[src/hw/rtl/kpe_pkg.sv]
package kpe_pkg;

  // Field and datapath widths
  localparam int unsigned DIST_W  = 16;
  localparam int unsigned KVAL_W  = 17;   // kernel value, Q1.16
  localparam int unsigned PROD_W  = 32;   // running product, Q2.30
  localparam int unsigned SEL_W   = 3;
  localparam int unsigned WGT_W   = 25;   // 1 - u^2 in Q1.24, up to and including 1.0
  localparam int unsigned ROM_W   = 16;

  localparam int unsigned TABLE_DEPTH_DFLT = 1024;
  localparam int unsigned QUEUE_DEPTH_DFLT = 4;

  localparam logic [PROD_W-1:0] PRODUCT_ONE = 32'h4000_0000;
  localparam logic [DIST_W-1:0] UNIT_Q12    = 16'd4096;
  localparam logic [KVAL_W-1:0] UNIFORM_VAL = 17'd32768;

  // kernel_select register codes
  localparam logic [SEL_W-1:0] SEL_GAUSS = 3'd0;
  localparam logic [SEL_W-1:0] SEL_EPAN  = 3'd1;
  localparam logic [SEL_W-1:0] SEL_UNI   = 3'd2;
  localparam logic [SEL_W-1:0] SEL_TRI   = 3'd3;
  localparam logic [SEL_W-1:0] SEL_COS   = 3'd4;

  typedef enum logic [2:0] {
    KIND_GAUSS,
    KIND_EPAN,
    KIND_UNI,
    KIND_TRI,
    KIND_COS
  } kpe_kind_t;

  typedef struct packed {
    logic signed [DIST_W-1:0] distance;
    logic                     last_dimension;
  } kpe_in_t;

  typedef struct packed {
    logic [PROD_W-1:0] weight;
    logic              saturated;
  } kpe_out_t;

  // One evaluated kernel value on its way to the product stage
  typedef struct packed {
    logic              last;
    logic [KVAL_W-1:0] kval;
  } kpe_entry_t;

  // ---------------------------------------------------------------------
  // Elaboration-time table generation, Q8.56 integer arithmetic
  // ---------------------------------------------------------------------
  localparam int unsigned Q_FRAC = 56;
  localparam logic [63:0] Q_ONE  = 64'h0100_0000_0000_0000;

  // Restoring long division, quotient only
  function automatic logic [63:0] div_u64(input logic [63:0] num, input logic [63:0] den);
    logic [64:0] rem;
    logic [63:0] quo;
    rem = '0;
    quo = '0;
    for (int i = 63; i >= 0; i--) begin
      rem = {rem[63:0], num[i]};
      if (rem >= {1'b0, den}) begin
        rem    = rem - {1'b0, den};
        quo[i] = 1'b1;
      end
    end
    return quo;
  endfunction

  function automatic logic [63:0] mulsh(input logic [63:0] a, input logic [63:0] b,
                                        input int unsigned sh, input logic [63:0] add);
    logic [127:0] full;
    full = {64'd0, a} * {64'd0, b} + {64'd0, add};
    full = full >> sh;
    return full[63:0];
  endfunction

  function automatic logic [63:0] fmul(input logic [63:0] a, input logic [63:0] b);
    return mulsh(a, b, Q_FRAC, 64'd0);
  endfunction

  function automatic logic [63:0] ratio(input logic [63:0] num, input logic [63:0] den);
    logic [63:0] q;
    logic [63:0] r;
    logic [63:0] hi;
    logic [63:0] r2;
    logic [63:0] lo;
    q  = div_u64(num, den);
    r  = num - q * den;
    hi = div_u64(r << 28, den);
    r2 = (r << 28) - hi * den;
    lo = div_u64(r2 << 28, den);
    return (q << Q_FRAC) | (hi << 28) | lo;
  endfunction

  function automatic logic [63:0] atan_inv(input logic [63:0] n);
    logic [63:0] p;
    logic [63:0] pos;
    logic [63:0] neg;
    logic [63:0] t;
    logic [63:0] kk;
    p   = div_u64(Q_ONE, n);
    pos = '0;
    neg = '0;
    for (int k = 0; k < 48; k++) begin
      if (p != 64'd0) begin
        kk = 64'(k);
        t  = div_u64(p, 2 * kk + 64'd1);
        if (kk[0]) neg = neg + t;
        else       pos = pos + t;
        p = div_u64(p, n * n);
      end
    end
    return pos - neg;
  endfunction

  function automatic logic [63:0] calc_pi();
    return (atan_inv(64'd5) << 4) - (atan_inv(64'd239) << 2);
  endfunction

  // 1/sqrt(2*pi) by Newton iteration
  function automatic logic [63:0] calc_gauss_norm(input logic [63:0] pi_q);
    logic [63:0] two_pi;
    logic [63:0] c;
    two_pi = pi_q << 1;
    c      = ratio(64'd2, 64'd5);
    for (int it = 0; it < 8; it++) begin
      c = fmul(c, 3 * Q_ONE - fmul(two_pi, fmul(c, c))) >> 1;
    end
    return c;
  endfunction

  function automatic logic [ROM_W-1:0] to_q16(input logic [63:0] v);
    logic [63:0] s;
    s = v + (64'd1 << (Q_FRAC - 17));
    return s[Q_FRAC-16 +: ROM_W];
  endfunction

  function automatic logic [ROM_W-1:0] gauss_entry(input int unsigned i,
                                                   input int unsigned depth,
                                                   input logic [63:0] norm);
    logic [63:0] x;
    logic [63:0] s;
    logic [63:0] term;
    logic [63:0] pos;
    logic [63:0] neg;
    logic [63:0] e;
    logic [63:0] kk;
    x    = ratio(64'd8 * 64'(i), 64'(depth));
    s    = fmul(x, x) >> 7;
    term = Q_ONE;
    pos  = Q_ONE;
    neg  = '0;
    for (int k = 1; k <= 30; k++) begin
      kk   = 64'(k);
      term = div_u64(fmul(term, s), kk);
      if (kk[0]) neg = neg + term;
      else       pos = pos + term;
    end
    // exp(-x^2/2) = exp(-x^2/128)^64
    e = pos - neg;
    for (int it = 0; it < 6; it++) begin
      e = fmul(e, e);
    end
    return to_q16(fmul(e, norm));
  endfunction

  function automatic logic [ROM_W-1:0] cos_entry(input int unsigned i,
                                                 input int unsigned depth,
                                                 input logic [63:0] pi_q);
    logic [63:0] th;
    logic [63:0] th2;
    logic [63:0] term;
    logic [63:0] pos;
    logic [63:0] neg;
    logic [63:0] kk;
    th   = fmul(pi_q, ratio(64'(i), 64'd2 * 64'(depth)));
    th2  = fmul(th, th);
    term = Q_ONE;
    pos  = Q_ONE;
    neg  = '0;
    for (int k = 1; k <= 25; k++) begin
      kk   = 64'(k);
      term = div_u64(fmul(term, th2), (2 * kk - 64'd1) * (2 * kk));
      if (kk[0]) neg = neg + term;
      else       pos = pos + term;
    end
    return to_q16(fmul(pos - neg, pi_q >> 2));
  endfunction

endpackage

[src/hw/rtl/kpe_queue.sv]
module kpe_queue #(
  parameter int unsigned DEPTH = kpe_pkg::QUEUE_DEPTH_DFLT
) (
  input  logic                 clk,
  input  logic                 rst_n,
  input  logic                 wr_en,
  input  kpe_pkg::kpe_entry_t  wr_data,
  output logic                 full,
  input  logic                 rd_en,
  output kpe_pkg::kpe_entry_t  rd_data,
  output logic                 empty
);

  localparam int unsigned PTR_W = $clog2(DEPTH);
  localparam int unsigned CNT_W = $clog2(DEPTH + 1);

  kpe_pkg::kpe_entry_t mem_r [DEPTH];
  logic [PTR_W-1:0]    wr_ptr_r;
  logic [PTR_W-1:0]    rd_ptr_r;
  logic [CNT_W-1:0]    count_r;

  assign full    = (count_r == CNT_W'(DEPTH));
  assign empty   = (count_r == '0);
  assign rd_data = mem_r[rd_ptr_r];

  always_ff @(posedge clk) begin
    if (!rst_n) begin
      wr_ptr_r <= '0;
      rd_ptr_r <= '0;
      count_r  <= '0;
    end else begin
      if (wr_en) begin
        wr_ptr_r <= (wr_ptr_r == PTR_W'(DEPTH - 1)) ? '0 : wr_ptr_r + 1'b1;
      end
      if (rd_en) begin
        rd_ptr_r <= (rd_ptr_r == PTR_W'(DEPTH - 1)) ? '0 : rd_ptr_r + 1'b1;
      end
      if (wr_en && !rd_en) begin
        count_r <= count_r + 1'b1;
      end else if (rd_en && !wr_en) begin
        count_r <= count_r - 1'b1;
      end
    end
  end

  always_ff @(posedge clk) begin
    if (wr_en) begin
      mem_r[wr_ptr_r] <= wr_data;
    end
  end

endmodule

[config.mk]
export PLATFORM = sky130hd
export DESIGN_NAME = kpe_queue
export DESIGN_NICKNAME = d
export VERILOG_FILES = /design/src/hw/rtl/kpe_pkg.sv /design/src/hw/rtl/kpe_queue.sv
export SDC_FILE = /design/constraint.sdc
export NUM_CORES = 1
export LEC_CHECK = 0
export BUFFER_PORTS_ARGS = -buffer_cell sky130_fd_sc_hd__buf_2
export CAP_MARGIN = 20
export CORE_MARGIN = 2
export CORE_UTILIZATION = 55
export CTS_CLUSTER_SIZE = 40
export DETAILED_ROUTE_END_ITERATION = 10
export MAX_ROUTING_LAYER = met4
export PLACE_DENSITY = 0.78
export RECOVER_POWER = 100
export SKIP_CTS_REPAIR_TIMING = 1
export SYNTH_ARGS = -nofsm -noshare
export SYNTH_HDL_FRONTEND = slang
export SYNTH_SLANG_ARGS = --single-unit
[constraint.sdc]
create_clock -name clk -period 5 [get_ports clk]
set_input_delay 1.5 -clock clk [delete_from_list [all_inputs] [get_ports clk]]
set_output_delay 1.5 -clock clk [all_outputs]
set_load 0.005 [all_outputs]
==> metrics.cfg <==
[global_route]
grt_pass1_vias=1552
grt_pass1_wl_mm=7.64
grt_remaining_overflow=0
antenna_found_initial=0
grt_max_degree=19
grt_usage_pct=17.9

[cells_and_area]
drive_gt1_share_pct=20.3
n_antenna_cell=0
area_growth_pct=13.2
final_util_pct=64.1
nNetsFinal=216
stdcell_count=264
stdcell_area_mm2=0.00351

[clocking]
clock_latency_ns=0.34
cts_sinks=81
cts_root_buf=clkbuf_8
cts_tree=yes
htree_num_levels=3
clk_pin_slew_ns=0.07
ctsLongestPathBuffers=2
numCtsBuffers=9

[synth]
synth_fp_nets=167
netlist_instances=138
synth_compound_area_share_pct=0.646
synth_top_family_by_area=multiplexers
synth_adder_area_share_pct=3.07
synth_xor_xnor_area_share_pct=0.566
synth_warnings=0
synth_simple_gate_area_share_pct=2.91
synth_area_per_cell_um2=22.4
synth_area_mm2=0.00310
ys_seq_area_share_pct=75.6
ys_ff_latch=81
ys_types=22
synth.mux.area_fraction_pct=15.4

[sta]
tightest_slew_ns=1.34
worst_slew_margin_rel_pct=10.7
skew_ns=0.00476
min_period_ns=3.90
grt_setup_unrepaired=false
holdWs_ns=0.520
fin_crit_sh_pct=78.1
fmaxAchievable_ghz=0.256
hold_violations=0
drv_slew=0
finalSetupViolations=0
tns_ns=0

[routing]
drt-initial-drc-count=110
met3_wirelength_um=229
viasPerCell=5.34
postRouteAntennaNets=0
vias=1410
wl_met1_mm=1.86
drt_first_pass_iters=4
routed_wl_mm=4.70
drcViolationCount=0
wl_per_cell_um=17.8
route.met2.wl_mm=2.52
top_layer=met4

[pwr]
clkPwrFrac_pct=32.7
ir_drop_mv=0.247
p_int_mw=1.06
comb_power_share_pct=8.4
seqPwrFrac_pct=58.9
p_switching_uw=289
power_density_mw_per_mm2=383
leakagePower_nw=1.18
switching_share_pct=21.5

[job]
max-cap-violations=0

[place]
portBuffers=41
placed_cell_area_mm2=0.00335
hpwl_mm=3.09
routabilityCongestion=0.726
placedCellCount=247

[setup_path]
crit_fanout=12
critPathLaunchType=register
crit_path_end_kind=output port
critPathRequiredTime_ns=3.50
arrival_ns=2.40
worst-setup-path-type=reg2out

[floorplanning]
io_pins=42
die_h_um=79.0
core_mm2=0.00547
dieArea_mm2=0.00625
die_w_um=79.0
placementRows=27
initial_core_util_pct=56.6

[status]
status=finished, final reports clean

[min_path]
hold_path_class=reg2reg

==> kinds of logic after synthesis <==
group | count (synthesis)
XOR/XNOR | 2
flip-flops | 81
AND/OR/NAND/NOR | 15
multiplexers | 22
AO/OA/AOI/OAI | 3
adder cells (fa/ha/maj) | 7
buffers and inverters | 8
==> cell type report <==
cell class / count / area, um^2
clock buffer: 9 / 124
fill: 402 / 1970
tap: 72 / 90.1
timing repair buffer: 42 / 175
inverter: 4 / 15.0
sequential: 81 / 2340
clock inverter: 7 / 61.3
multi-input combinational: 49 / 698
==> through the flow <==
stage	total power, mW	setup WS (ns)
4_1_cts	1.36	1.23
3_5_place_dp	0.927	1.61
5_1_grt	1.40	0.863
2_1_floorplan	0.875	2.22
3_3_place_gp	0.917	1.62
6_report	1.34	1.10
==> placed cells by master (no fill, tap or decap), types with 2 or more instances in the layout <==
master	synthesis	routed
and2_0	0	5
buf_2	2	13
clkbuf_1	0	28
clkbuf_8	0	9
clkinv_2	0	4
dfxtp_1	9	9
edfxtp_1	72	72
ha_1	6	6
inv_1	4	4
mux2i_1	4	4
mux4_1	8	8
mux4_2	10	10
nor2b_1	5	5
nor3_1	2	2
==> synth_stat cells, drive strengths merged <==
| library cell | n | area, um^2 |
|---|---|---|
| a21boi | 1 | 7.51 |
| and2 | 5 | 31.3 |
| buf | 4 | 41.3 |
| dfxtp | 9 | 180 |
| edfxtp | 72 | 2160 |
| fa | 1 | 20.0 |
| ha | 6 | 75.1 |
| inv | 4 | 15.0 |
| mux2i | 4 | 40.0 |
| mux4 | 18 | 435 |
| nor2 | 1 | 3.75 |
| nor2b | 5 | 31.3 |
| nor3 | 2 | 10.0 |
| nor3b | 1 | 7.51 |
| o21a | 1 | 7.51 |
| o21ai | 1 | 5.00 |
| or3 | 1 | 6.26 |
| xnor2 | 1 | 8.76 |
| xor2 | 1 | 8.76 |
==> power by group through the flow <==
| stage | Sequential, mW | Clock, mW | Combinational, mW |
|---|---|---|---|
| 6_report | 0.792 | 0.440 | 0.113 |
| 5_1_grt | 0.796 | 0.471 | 0.129 |
| 4_1_cts | 0.796 | 0.446 | 0.116 |
| 3_5_place_dp | 0.812 | 0 | 0.116 |
| 3_3_place_gp | 0.807 | 0 | 0.110 |
| 2_1_floorplan | 0.796 | 0 | 0.0789 |
==> final timing paths <==
| check | to | slack [ns] | cells after the start | startpoint |
|---|---|---|---|---|
| hold / removal | count_r[2] | 0.52 | 2 | count_r[2] |
| setup / recovery | rd_data[10] | 1.10 | 3 | register |
| hold reg to reg | count_r[2] | 0.52 | 2 | count_r[2] |
| setup reg to reg | mem_r[3][16] | 2.98 | 2 | wr_ptr_r[0] |
==> flip-flops by register name (all words and copies together), names as in the netlist, named ones only <==
register  flops
count_r       3
mem_r        72
rd_ptr_r      2
wr_ptr_r      2
==> per-layer routing <==
layer  up-vias  GRT usage, %
met5         -             -
met3        10          5.23
li1        659             -
met4         0          8.28
met2        34          29.6
met1       707          20.2
==> critical path, stage by stage, from the launching register on <==
cell and delay [ns]:
dfxtp_1 0.54, clkbuf_1 0.74, mux4_1 0.63, buf_2 0.14
Note: power is estimated with default switching activity, not from simulation.
