[config.mk]
export PLATFORM = sky130hd
export DESIGN_NAME = kpe_back
export DESIGN_NICKNAME = d
export VERILOG_FILES = /design/src/hw/rtl/kpe_pkg.sv /design/src/hw/rtl/kpe_back.sv
export SDC_FILE = /design/constraint.sdc
export NUM_CORES = 1
export LEC_CHECK = 0
export ABC_AREA = 1
export CORE_UTILIZATION = 45
export DETAILED_ROUTE_END_ITERATION = 8
export DONT_BUFFER_PORTS = 1
export GPL_TIMING_DRIVEN = 1
export PLACE_DENSITY = 0.7
export RECOVER_POWER = 100
export SLEW_MARGIN = 20
export SYNTH_ARGS = -nofsm -noshare
export SYNTH_HDL_FRONTEND = slang
export SYNTH_SLANG_ARGS = --single-unit
[constraint.sdc]
create_clock -name clk -period 7.5 [get_ports clk]
set_input_delay 1.5 -clock clk [delete_from_list [all_inputs] [get_ports clk]]
set_output_delay 1.5 -clock clk [all_outputs]
set_load 0.02 [all_outputs]
[src/hw/rtl/kpe_pkg.sv]
package kpe_pkg;

  // Field and datapath widths
  localparam int unsigned DIST_W  = 16;
  localparam int unsigned KVAL_W  = 17;   // kernel value, Q1.16
  localparam int unsigned PROD_W  = 32;   // running product, Q2.30
  localparam int unsigned SEL_W   = 3;
  localparam int unsigned WGT_W   = 25;   // 1 - u^2 in Q1.24, up to and including 1.0
  localparam int unsigned ROM_W   = 16;

  localparam int unsigned TABLE_DEPTH_DFLT = 1024;
  localparam int unsigned QUEUE_DEPTH_DFLT = 4;

  localparam logic [PROD_W-1:0] PRODUCT_ONE = 32'h4000_0000;
  localparam logic [DIST_W-1:0] UNIT_Q12    = 16'd4096;
  localparam logic [KVAL_W-1:0] UNIFORM_VAL = 17'd32768;

  // kernel_select register codes
  localparam logic [SEL_W-1:0] SEL_GAUSS = 3'd0;
  localparam logic [SEL_W-1:0] SEL_EPAN  = 3'd1;
  localparam logic [SEL_W-1:0] SEL_UNI   = 3'd2;
  localparam logic [SEL_W-1:0] SEL_TRI   = 3'd3;
  localparam logic [SEL_W-1:0] SEL_COS   = 3'd4;

  typedef enum logic [2:0] {
    KIND_GAUSS,
    KIND_EPAN,
    KIND_UNI,
    KIND_TRI,
    KIND_COS
  } kpe_kind_t;

  typedef struct packed {
    logic signed [DIST_W-1:0] distance;
    logic                     last_dimension;
  } kpe_in_t;

  typedef struct packed {
    logic [PROD_W-1:0] weight;
    logic              saturated;
  } kpe_out_t;

  // One evaluated kernel value on its way to the product stage
  typedef struct packed {
    logic              last;
    logic [KVAL_W-1:0] kval;
  } kpe_entry_t;

  // ---------------------------------------------------------------------
  // Elaboration-time table generation, Q8.56 integer arithmetic
  // ---------------------------------------------------------------------
  localparam int unsigned Q_FRAC = 56;
  localparam logic [63:0] Q_ONE  = 64'h0100_0000_0000_0000;

  // Restoring long division, quotient only
  function automatic logic [63:0] div_u64(input logic [63:0] num, input logic [63:0] den);
    logic [64:0] rem;
    logic [63:0] quo;
    rem = '0;
    quo = '0;
    for (int i = 63; i >= 0; i--) begin
      rem = {rem[63:0], num[i]};
      if (rem >= {1'b0, den}) begin
        rem    = rem - {1'b0, den};
        quo[i] = 1'b1;
      end
    end
    return quo;
  endfunction

  function automatic logic [63:0] mulsh(input logic [63:0] a, input logic [63:0] b,
                                        input int unsigned sh, input logic [63:0] add);
    logic [127:0] full;
    full = {64'd0, a} * {64'd0, b} + {64'd0, add};
    full = full >> sh;
    return full[63:0];
  endfunction

  function automatic logic [63:0] fmul(input logic [63:0] a, input logic [63:0] b);
    return mulsh(a, b, Q_FRAC, 64'd0);
  endfunction

  function automatic logic [63:0] ratio(input logic [63:0] num, input logic [63:0] den);
    logic [63:0] q;
    logic [63:0] r;
    logic [63:0] hi;
    logic [63:0] r2;
    logic [63:0] lo;
    q  = div_u64(num, den);
    r  = num - q * den;
    hi = div_u64(r << 28, den);
    r2 = (r << 28) - hi * den;
    lo = div_u64(r2 << 28, den);
    return (q << Q_FRAC) | (hi << 28) | lo;
  endfunction

  function automatic logic [63:0] atan_inv(input logic [63:0] n);
    logic [63:0] p;
    logic [63:0] pos;
    logic [63:0] neg;
    logic [63:0] t;
    logic [63:0] kk;
    p   = div_u64(Q_ONE, n);
    pos = '0;
    neg = '0;
    for (int k = 0; k < 48; k++) begin
      if (p != 64'd0) begin
        kk = 64'(k);
        t  = div_u64(p, 2 * kk + 64'd1);
        if (kk[0]) neg = neg + t;
        else       pos = pos + t;
        p = div_u64(p, n * n);
      end
    end
    return pos - neg;
  endfunction

  function automatic logic [63:0] calc_pi();
    return (atan_inv(64'd5) << 4) - (atan_inv(64'd239) << 2);
  endfunction

  // 1/sqrt(2*pi) by Newton iteration
  function automatic logic [63:0] calc_gauss_norm(input logic [63:0] pi_q);
    logic [63:0] two_pi;
    logic [63:0] c;
    two_pi = pi_q << 1;
    c      = ratio(64'd2, 64'd5);
    for (int it = 0; it < 8; it++) begin
      c = fmul(c, 3 * Q_ONE - fmul(two_pi, fmul(c, c))) >> 1;
    end
    return c;
  endfunction

  function automatic logic [ROM_W-1:0] to_q16(input logic [63:0] v);
    logic [63:0] s;
    s = v + (64'd1 << (Q_FRAC - 17));
    return s[Q_FRAC-16 +: ROM_W];
  endfunction

  function automatic logic [ROM_W-1:0] gauss_entry(input int unsigned i,
                                                   input int unsigned depth,
                                                   input logic [63:0] norm);
    logic [63:0] x;
    logic [63:0] s;
    logic [63:0] term;
    logic [63:0] pos;
    logic [63:0] neg;
    logic [63:0] e;
    logic [63:0] kk;
    x    = ratio(64'd8 * 64'(i), 64'(depth));
    s    = fmul(x, x) >> 7;
    term = Q_ONE;
    pos  = Q_ONE;
    neg  = '0;
    for (int k = 1; k <= 30; k++) begin
      kk   = 64'(k);
      term = div_u64(fmul(term, s), kk);
      if (kk[0]) neg = neg + term;
      else       pos = pos + term;
    end
    // exp(-x^2/2) = exp(-x^2/128)^64
    e = pos - neg;
    for (int it = 0; it < 6; it++) begin
      e = fmul(e, e);
    end
    return to_q16(fmul(e, norm));
  endfunction

  function automatic logic [ROM_W-1:0] cos_entry(input int unsigned i,
                                                 input int unsigned depth,
                                                 input logic [63:0] pi_q);
    logic [63:0] th;
    logic [63:0] th2;
    logic [63:0] term;
    logic [63:0] pos;
    logic [63:0] neg;
    logic [63:0] kk;
    th   = fmul(pi_q, ratio(64'(i), 64'd2 * 64'(depth)));
    th2  = fmul(th, th);
    term = Q_ONE;
    pos  = Q_ONE;
    neg  = '0;
    for (int k = 1; k <= 25; k++) begin
      kk   = 64'(k);
      term = div_u64(fmul(term, th2), (2 * kk - 64'd1) * (2 * kk));
      if (kk[0]) neg = neg + term;
      else       pos = pos + term;
    end
    return to_q16(fmul(pos - neg, pi_q >> 2));
  endfunction

endpackage

[src/hw/rtl/kpe_back.sv]
module kpe_back (
  input  logic                 clk,
  input  logic                 rst_n,
  input  logic                 q_empty,
  input  kpe_pkg::kpe_entry_t  q_head,
  output logic                 q_pop,
  output logic                 out_valid,
  input  logic                 out_ready,
  output kpe_pkg::kpe_out_t    out_data
);

  localparam int unsigned MUL_W = kpe_pkg::PROD_W + kpe_pkg::KVAL_W;

  logic [kpe_pkg::PROD_W-1:0] prod_r;
  logic                       clip_r;
  logic                       out_valid_r;
  kpe_pkg::kpe_out_t          out_data_r;

  logic [MUL_W-1:0]           mul_c;
  logic                       ovf_c;
  logic [kpe_pkg::PROD_W-1:0] prod_nxt;

  // take the next kernel value only when a finished weight has somewhere to go
  assign q_pop = !q_empty && (!out_valid_r || out_ready);

  always_comb begin
    mul_c    = MUL_W'(prod_r) * MUL_W'(q_head.kval);
    ovf_c    = mul_c[MUL_W-1];
    prod_nxt = ovf_c ? '1 : mul_c[16 +: kpe_pkg::PROD_W];
  end

  always_ff @(posedge clk) begin
    if (!rst_n) begin
      prod_r      <= kpe_pkg::PRODUCT_ONE;
      clip_r      <= 1'b0;
      out_valid_r <= 1'b0;
    end else begin
      if (q_pop) begin
        if (q_head.last) begin
          prod_r <= kpe_pkg::PRODUCT_ONE;
          clip_r <= 1'b0;
        end else begin
          prod_r <= prod_nxt;
          clip_r <= clip_r | ovf_c;
        end
      end
      if (q_pop && q_head.last) begin
        out_valid_r <= 1'b1;
      end else if (out_ready) begin
        out_valid_r <= 1'b0;
      end
    end
  end

  always_ff @(posedge clk) begin
    if (q_pop && q_head.last) begin
      out_data_r.weight    <= prod_nxt;
      out_data_r.saturated <= clip_r | ovf_c;
    end
  end

  assign out_valid = out_valid_r;
  assign out_data  = out_data_r;

endmodule

==> reports/metrics.sh <==
WORST_SKEW_PAIR.LATE_LATENCY_PS=350
ACCUMULATED_NEGATIVE_SETUP_SLACK_PS=0
DRT-WIRELENGTH-PER-CELL_MICRONS=17.4
DIE_W_MICRONS=219
DIE_H_MICRONS=219
DRIVE_ABOVE_1_SHARE_PCT=4.76
FINAL_SETUP_VIOLATING_ENDPOINTS=0
CLOCK-SINKS=67
ANTENNA_FOUND_INITIAL=0
MIN_PERIOD_OVER_PERIOD_PCT=94.0
YOSYS_WARNINGS=0
CRITICAL_PATH.STARTPOINT_TYPE='input port'
COMBINED_AREA_OF_ALL_SYNTHESIZED_CELLS_SQ_MM=0.0211
CTS_SETUP_BUFFERS=0
SYN2LAYOUT_AREA_GROWTH_PCT=3.09
TIMING.SLEW.HEADROOM_PCT=-2.11
POST_SYNTH_INST_COUNT=2751
CTS-ROOT-BUF='sky130_fd_sc_hd__clkbuf_16'
SYNTH_TOP_CELLS_BY_COUNT='sky130_fd_sc_hd__inv_1, sky130_fd_sc_hd__nand2_1, sky130_fd_sc_hd__fa_1'
FINALWEIGHTEDCONGESTION=0.933
CAP_VIOLATIONS=1
DR_WL_MET3_MICRONS=3810
CRITICAL_PATH.MAX_STAGE_DELAY_PS=580
MULTIINPUTGATEAREA_SQ_MM=0.0155
SYNTH.LIB_CELLS_USED.DISTINCT=40
SYNTHFLOPTYPE='sky130_fd_sc_hd__dfxtp_1'
TIGHTESTPINTRANSITION_PS=1530
RSZ_0062_RAISED_AFTER_GLOBAL_ROUTING='false'
CHAIN_OF_CELLS_FORMING_THE_CRITICAL_PATH='nand2_1 -> fa_1 -> inv_1 -> fa_1 -> inv_1 -> fa_1 -> inv_1 -> fa_1 -> fa_1 -> inv_1 -> fa_1 -> inv_1 -> ha_1 -> a21oi_1 -> nand2_1 -> nand2_1 -> nand2_1 -> a21oi_1 -> nand4_2 -> nand2_4 -> clkbuf_2 -> nand3_1'
ANTENNA_CELLS_INSERTED=0
SYNTH.NET_COUNT=3341
CRITPATHMOSTFREQUENTCELL='sky130_fd_sc_hd__fa_1'
TOPROUTINGLAYERUSED='met4'
FINAL-MAX-SLEW-VIOLATION-COUNT=23
SLOWEST_STAGE='sky130_fd_sc_hd__fa_1'
CP-END-KIND='flop'
NUM-FILL-CELLS=4530
PLACE.DETAILED.HPWL_MICRONS=47600
SEQUENTIAL_CELL_AREA_SQ_MM=0.00167
IO-PIN-COUNT=57
ASYNC_RESET_FF_SHARE_PCT=0
INITIAL_CORE_UTIL_PCT=46.1
ACHIEVABLE-FREQUENCY_MHz=142
PERIOD_NEEDED_PS=7050
TIMING.SETUP.CRITICAL_PATH_CLASS='in -> reg'
ROUTE.LAYER.MET1.WL_MICRONS=23500
MET2_WIRELENGTH_MICRONS=28400
TRITONCTS_BUFFER_COUNT=9
CLK_SKEW_PS=8.98
POST_DRT_VIA_CELL_RATIO=5.00
POST_SYNTH_MAIN_AREA_CONTRIBUTORS='sky130_fd_sc_hd__fa_1, sky130_fd_sc_hd__inv_1, sky130_fd_sc_hd__nand2_1'
CTS-RESIZED-GATES=0
DETAIL-ROUTE-ANTENNA-NETS=0
DRT_ITER0_DRC=1239
CTSHTREEMAXLEVEL=3
NUM_ROWS=78
SYNTHMOSTINSTANTIATEDCELL='sky130_fd_sc_hd__inv_1'
PLACED_CELL_AREA_SQ_MM=0.0217
DRCVIOLATIONCOUNT=0
PORT_BUFFERS=0
DRTPASS1ITERATIONS=5
YOSYSSEQAREASHARE_PCT=7.92
RUN_STATUS='finished with violations'
WORSTHOLDPATHTYPE='reg -> reg'
CRITICAL_PATH_REQUIRED_PS=7550
FINISH.INSTANCE_AREA_SQ_MM=0.0218
CTS_HOLD_REPAIR.BUFFERS=0
GRT_START_MAX_NET_PINS=35
CTS_TREE='yes'
GRT_PASS1_VIAS=18200
LAYOUT.CORE_UTILIZATION_PCT=47.5
YS_SEQ_ELEMENTS=67
NUM-NETS-FINAL=3275
TIMING.FINAL.HOLD_VIOLATIONS=0
VIAS=16500
FAILING_CHECKS='capacitance limit, slew limit'
GRT-OVFL-TOTAL=0
POSTROUTEWIRELENGTH_MICRONS=57300
CRIT_ARRIVAL_PS=7100
SYNTH_ENABLE_FLOP_CELLS=33
CRIT_FANOUT=32
DESIGN.CORE.AREA_SQ_MM=0.0458
GROUTE.USAGE.OVERALL_PCT=25.4
SYN_AVG_CELL_AREA_SQ_UM=7.67
CTS_BUFFER_DEPTH=2
PATH_CLK_SLEW_PS=60
SYNTH_TOP_CELL_AREA_SHARE_PCT=42.4
OVERALL_DIE_AREA_SQ_MM=0.0478
HOLDWS_PS=545
SYNTH_AREA_LEADER_CELL='sky130_fd_sc_hd__fa_1'
GRT_PASS1_WL_MICRONS=94400
routing by layer:
metal / vias up / GRT usage (%)
met5: - / 0
met4: 0 / 7.60
met3: 102 / 4.01
met2: 516 / 44.0
met1: 8254 / 32.5
li1: 7586 / -
worst max-delay path, delay by kind of cell:
family / cells / cell delay [ps]
buf+inv: 6 / 580
fa+ha+maj: 7 / 3370
simple gates: 7 / 930
compound gates: 2 / 680
cells by family after synthesis:
kind of cell | Yosys count | share of synthesized area (%)
adders and majority gates | 568 | 49.6
AOI/OAI and AO/OA | 131 | 3.85
buffers and inverters | 951 | 17.2
and+or+nand+nor | 1018 | 20.8
xor gates and xnor gates | 16 | 0.664
DFF | 67 | 7.92
worst paths after layout:
path | startpoint | to | slack, ps | depth (start not counted)
setup / recovery | q_head[5] | out_data[22] | 450 | 22
hold / removal | clip_r | clip_r | 550 | 4
setup reg to reg | prod_r[27] | out_data[22] | 690 | 22
hold reg to reg | clip_r | clip_r | 550 | 4
state kept, by name, indices dropped and copies added (netlist names):
register,cells
out_data,33
clip_r,1
prod_r,32
out_valid,1
area by class of cell:
type,instances,share of cell area (%)
Sequential cell,67,7.69
Tap cell,600,3.45
Clock buffer,9,1.04
Multi-Input combinational cell,1733,71.3
Timing Repair Buffer,50,1.83
Clock inverter,7,0.466
Inverter,824,14.2
stage by stage:
stage,std cells,setup slack (ps)
6_report,3290,451
4_1_cts,3288,590
2_1_floorplan,2751,730
3_3_place_gp,3272,295
3_5_place_dp,3272,242
5_1_grt,3290,312
cell usage in the layout (no fill, tap or decap), drive strengths merged:
cell and instances:
ha 121, a21o 4, bufinv 2, nor3 4
nand2 846, o21bai 11, xnor2 11, xor2 5
a21oi 87, or2 1, and3 3, clkinv 3
clkinvlp 2, buf 47, inv 824, clkbuf 12
fa 447, dfxtp 34, nand4 11, nand3b 2
nor4 3, edfxtp 33, a31oi 1, nor2 90
nand3 57, o21a 3, o21ai 24, a21boi 1
and2 1
Power is not shown: default switching activity piles up to over one toggle a cycle in this logic, so the estimate is an artifact.
